--- config.mk ---
export PLATFORM = sky130hd
export DESIGN_NAME = drb_mul
export DESIGN_NICKNAME = d
export VERILOG_FILES = /design/src/rtl/drb_pkg.sv /design/src/rtl/drb_mul.sv
export SDC_FILE = /design/constraint.sdc
export NUM_CORES = 2
export LEC_CHECK = 0
export ABC_AREA = 1
export ABC_CLOCK_PERIOD_IN_PS = 10500
export BUFFER_PORTS_ARGS = -buffer_cell sky130_fd_sc_hd__buf_4
export CORE_ASPECT_RATIO = 1.2
export CORE_MARGIN = 3
export CORE_UTILIZATION = 55
export CTS_CLUSTER_DIAMETER = 50
export CTS_CLUSTER_SIZE = 20
export DETAILED_ROUTE_END_ITERATION = 7
export MAX_ROUTING_LAYER = met4
export PLACE_DENSITY_LB_ADDON = 0.25
export SYNTH_ARGS = -nofsm -noshare
export SYNTH_HDL_FRONTEND = slang
export SYNTH_SLANG_ARGS = --single-unit
--- constraint.sdc ---
create_clock -name clk -period 10.5 [get_ports clk]
set_input_delay 1.575 -clock clk [delete_from_list [all_inputs] [get_ports clk]]
set_output_delay 1.575 -clock clk [all_outputs]
set_load 0.005 [all_outputs]
--- src/rtl/drb_pkg.sv ---
// ----------------------------------------------------------------------------
// drb_pkg
// Types, constants and codes shared by the damped resonator bank.
// ----------------------------------------------------------------------------
package drb_pkg;

  localparam int unsigned NUM_RESONATORS_DEF = 16;
  localparam logic [31:0] K4PI2 = 32'd662337939;

  localparam logic [31:0] TIME_STEP_RST = 32'd97391;
  localparam logic [31:0] DAMPING_RST   = 32'd16777216;
  localparam logic [15:0] WINDOW_RST    = 16'd1024;
  localparam logic [4:0]  ACTIVE_RST    = 5'd16;

  localparam logic [47:0] MAX48 = 48'h7FFF_FFFF_FFFF;
  localparam logic [47:0] MIN48 = 48'h8000_0000_0000;

  typedef enum logic [1:0] {
    OP_SAMPLE = 2'd0,
    OP_LOAD   = 2'd1,
    OP_CLEAR  = 2'd2,
    OP_NONE   = 2'd3
  } opcode_t;

  typedef enum logic [2:0] {
    REG_TIME_STEP = 3'd0,
    REG_DAMPING   = 3'd1,
    REG_WINDOW    = 3'd2,
    REG_ACTIVE    = 3'd3,
    REG_EMIT      = 3'd4
  } reg_index_t;

  typedef struct packed {
    logic [1:0]  opcode;
    logic signed [15:0] sample_value;
    logic [3:0]  resonator_index;
    logic [31:0] stiffness_coef;
    logic [39:0] weight_coef;
  } in_item_t;

  typedef struct packed {
    logic        result_kind;
    logic [3:0]  resonator_id;
    logic signed [47:0] result_value;
    logic [15:0] window_number;
    logic [31:0] peak_rms;
    logic        last_of_run;
  } out_item_t;

  typedef enum logic [4:0] {
    S_IDLE, S_CLEAR, S_RD, S_ISSUE, S_M1, S_M2, S_M3, S_M4, S_M5, S_M6,
    S_EN, S_POS, S_WAITP, S_NEXT, S_RD2, S_DIV, S_SQRT, S_RMS, S_WAITR
  } state_t;

  // multiplier op request: signed operand times unsigned operand, shift
  typedef struct packed {
    logic        start;
    logic signed [63:0] a;
    logic [63:0] b;
    logic [5:0]  sh;
  } mul_req_t;

endpackage

--- src/rtl/drb_mul.sv ---
// ----------------------------------------------------------------------------
// drb_mul
// Shared signed-by-unsigned multiplier, 16x16 partial product per cycle,
// with magnitude truncating shift and 48-bit saturation.
// ----------------------------------------------------------------------------
module drb_mul (
  input  logic clk,
  input  logic rst,
  input  drb_pkg::mul_req_t req,
  output logic done,
  output logic signed [47:0] res,
  output logic [127:0] prod
);
  import drb_pkg::*;

  logic         busy;
  logic         neg;
  logic [63:0]  ma, mb;
  logic [127:0] acc;
  logic [1:0]   ia, ib;
  logic [5:0]   sh;
  logic [31:0]  pp;
  logic [127:0] pp_sh;
  logic [127:0] q;
  logic [47:0]  lim;

  always_comb begin
    pp = {16'd0, ma[ia*16 +: 16]} * {16'd0, mb[ib*16 +: 16]};
    pp_sh = {96'd0, pp} << ({5'd0, ia} + {5'd0, ib}) * 16;
  end

  always_ff @(posedge clk) begin
    if (rst) begin
      busy <= 1'b0;
      done <= 1'b0;
    end else begin
      done <= 1'b0;
      if (req.start) begin
        busy <= 1'b1;
        neg  <= req.a[63];
        ma   <= req.a[63] ? 64'd0 - req.a : req.a;
        mb   <= req.b;
        sh   <= req.sh;
        acc  <= '0;
        ia   <= '0;
        ib   <= '0;
      end else if (busy) begin
        acc <= acc + pp_sh;
        ib  <= ib + 2'd1;
        if (ib == 2'd3) begin
          ia <= ia + 2'd1;
          if (ia == 2'd3) begin
            busy <= 1'b0;
            done <= 1'b1;
          end
        end
      end
    end
  end

  always_comb begin
    q = acc >> sh;
    lim = neg ? MIN48 : MAX48;
    prod = acc;
    if (q[127:48] != '0 || q[47:0] > lim) res = neg ? MIN48 : MAX48;
    else res = neg ? 48'd0 - q[47:0] : q[47:0];
  end

endmodule
==> flow_metrics.py <==
metrics = {
    "status": {
        "outcome": "finished with violations",
        "violations": "DRC",
    },
    "route": {
        "wirelength_um": 184200,
        "vias": 48693,
        "drc_errors": 5,
        "firstDrtPassIters": 8,
        "ant_nets": 0,
        "wire_per_inst_um": 23.33,
        "drt-vias-per-instance": 6.168,
        "drtIter0Drc": 6806,
    },
    "placement": {
        "place_ws_ns": 0.2218,
        "dp_hpwl_um": 150600,
        "port-buffer-count": 313,
        "globalplace.congestion": 1.169,
    },
    "synth": {
        "async_flop_share_pct": 0,
        "syn_avg_cell_area_um2": 6.353,
        "syn-num-nets": 7233,
        "synth_edf_count": 267,
        "yosysSeqAreaShare_pct": 19.17,
        "ys_seq_elements": 269,
        "synthFlopType": "edfxtp_1",
        "syn_inst": 6616,
        "ys.warnings.count": 0,
        "netlist_area_um2": 42030,
        "synth_cell_types": 60,
    },
    "final_layout": {
        "layout-drive-gt1-share_pct": 8.655,
        "finalCoreUtilization_pct": 62.19,
        "areaGrowthSynthToFinish_pct": 11.59,
        "layout.nets": 7474,
    },
    "clocking": {
        "cts_tree": "done",
        "hold_buffers": 0,
        "root_buffer": "clkbuf_16",
        "clkLatencyLatePin_ns": 0.61,
        "path_clk_slew_ns": 0.08,
        "cts.sinks": 269,
        "clk_path_buf_depth": 3,
        "cts_buffers": 39,
        "htree_levels": 2,
    },
    "worst_hold_path": {
        "hp-class": "reg -> reg",
    },
    "floorplanning": {
        "io_pins": 314,
        "die_w_um": 258.4,
        "die_h_um": 308.8,
        "rows": 110,
        "die_area_um2": 79790,
        "start_util_pct": 55.73,
        "fp.coreArea_um2": 75420,
    },
    "sta": {
        "layout_min_cycle_time_ns": 10.25,
        "finalMaxSlewViolations": 0,
        "setup_slack_ns": 0.2462,
        "tns_ns": 0,
        "clock.fmax_mhz": 97.53,
        "max_slew_margin_pct": 20.62,
        "finClkSkew_ns": 0.04210,
        "setup_viol": 0,
        "finalCritPeriodShare_pct": 97.65,
        "hold_viol_final": 0,
        "worst_hold_slack_ns": 0.4803,
        "worst_pin_slew_ns": 1.191,
        "rsz0062_at_grt": "no",
    },
    "global_route": {
        "grt_pass1_wl_um": 270800,
        "grt_pass1_vias": 45768,
        "antenna_found_initial": 2,
        "grt_overflow_total": 0,
        "track_usage_pct": 46.16,
        "grt_max_degree": 112,
    },
    "worst_setup_path": {
        "critPathSlowestCell": "fa_1",
        "cp-start-kind": "register",
        "worst_ep_required_time_ns": 10.84,
        "cp_max_fo": 32,
        "critical_path_class": "reg -> reg",
        "end_kind": "register",
        "arrival_ns": 10.60,
        "cpPeakStageDelay_ns": 0.57,
    },
    "job": {
        "maxCapViolCount": 0,
    },
}
## registers in the layout (all words and copies together), names as in the netlist
register and count:
busy 1, ib 2, done 1, mb 64, ia 2, ma 64, neg 1, prod 128
sh 6
## synthesized netlist by cell type (37+ instances only)
library cell	instances	area [um2]
nand4_1	52	325.3
nand3_1	963	4820
ha_1	284	3553
edfxtp_1	267	8018
o21a_1	39	292.8
a31oi_1	57	356.6
buf_1	40	150.1
a21oi_1	460	2302
nor2_1	844	3168
xnor2_1	37	324.1
nor3_1	56	280.3
fa_1	196	3924
xor2_1	75	656.9
clkbuf_1	127	476.7
inv_1	829	3112
nand2_1	1607	6032
buf_2	52	260.3
o21ai_0	319	1597
## area by class of cell
class,count,area [um2]
Antenna cell,1,2.502
Clock buffer,40,979.7
Clock inverter,30,336.6
Fill cell,7392,28520
Inverter,841,3176
Multi-Input combinational cell,5255,29680
Sequential cell,269,8058
Tap cell,1008,1261
Timing Repair Buffer,451,3411
## per-stage QoR
stage,cells,instance area [um2]
6_report,7895,46910
5_1_grt,7895,46910
4_1_cts,7887,46760
3_5_place_dp,7817,45450
3_3_place_gp,7817,45450
2_1_floorplan,6616,42030
## layer usage
metal  wire, um  global-route usage (%)  up-vias
li1           -                       -    22474
met1      65140                   52.87    22286
met2      82700                   72.04     3147
met3      18360                   7.729      786
met4      18010                   36.28        0
met5          0                       -        -
## timing repair
action                     in CTS  in global routing
resized for setup               0                 28
setup buffers                   0                  7
setup endpoints to repair       0                 67
## logic make-up (layout without fill, tap and decap cells)
family | Yosys count | in the layout | synth area share (%)
AOI/OAI and AO/OA | 1045 | 1045 | 13.91
buffers and inverters | 1092 | 1362 | 10.42
muxes | 1 | 1 | 0.02381
and+or+nand+nor | 3617 | 3617 | 36.35
other | 0 | 1 | 0
adders and majority gates | 480 | 480 | 17.79
DFF | 269 | 269 | 19.17
xor gates and xnor gates | 112 | 112 | 2.334
## worst max-delay path: cells and delay by family (launching register included)
kind / cells / cell delay (ns)
AO/OA/AOI/OAI: 13 / 3.07
XOR/XNOR: 1 / 0.43
adder cells (fa/ha/maj): 8 / 3.54
buffers and inverters: 10 / 1.48
flip-flops: 1 / 0.38
AND/OR/NAND/NOR: 6 / 1.03
## worst paths after layout
check	slack (ns)	end	start	cells past startpoint
max	0.25	prod[108]$_SDFFCE_PP0P_	ia[0]$_SDFFCE_PP0P_	38
min	0.48	done$_SDFF_PP0_	busy$_SDFF_PP0_	2
min reg2reg	0.48	done$_SDFF_PP0_	busy$_SDFF_PP0_	2
max reg2reg	0.25	prod[108]$_SDFFCE_PP0P_	ia[0]$_SDFFCE_PP0P_	38
## cells in the final DEF, fill, tap and decap left out, types with 19 or more instances in the layout
master and n:
inv_1 822, a31oi_1 55, a21oi_1 455, fa_1 195, ha_1 284, o21ai_0 313
nor3_1 55, nand2_1 1606, or2_2 19, nor2_1 839, nand4_1 52, o21bai_1 26
a32oi_1 30, nand3_1 963, o21ai_1 23, o21a_1 39, buf_4 449, edfxtp_1 267
clkbuf_16 39, xnor2_1 37, xor2_1 75, nor4_1 30
Power is left out: the tool's default activity adds up to more than one toggle a clock period on the data nets, which glitch-free logic cannot reach.
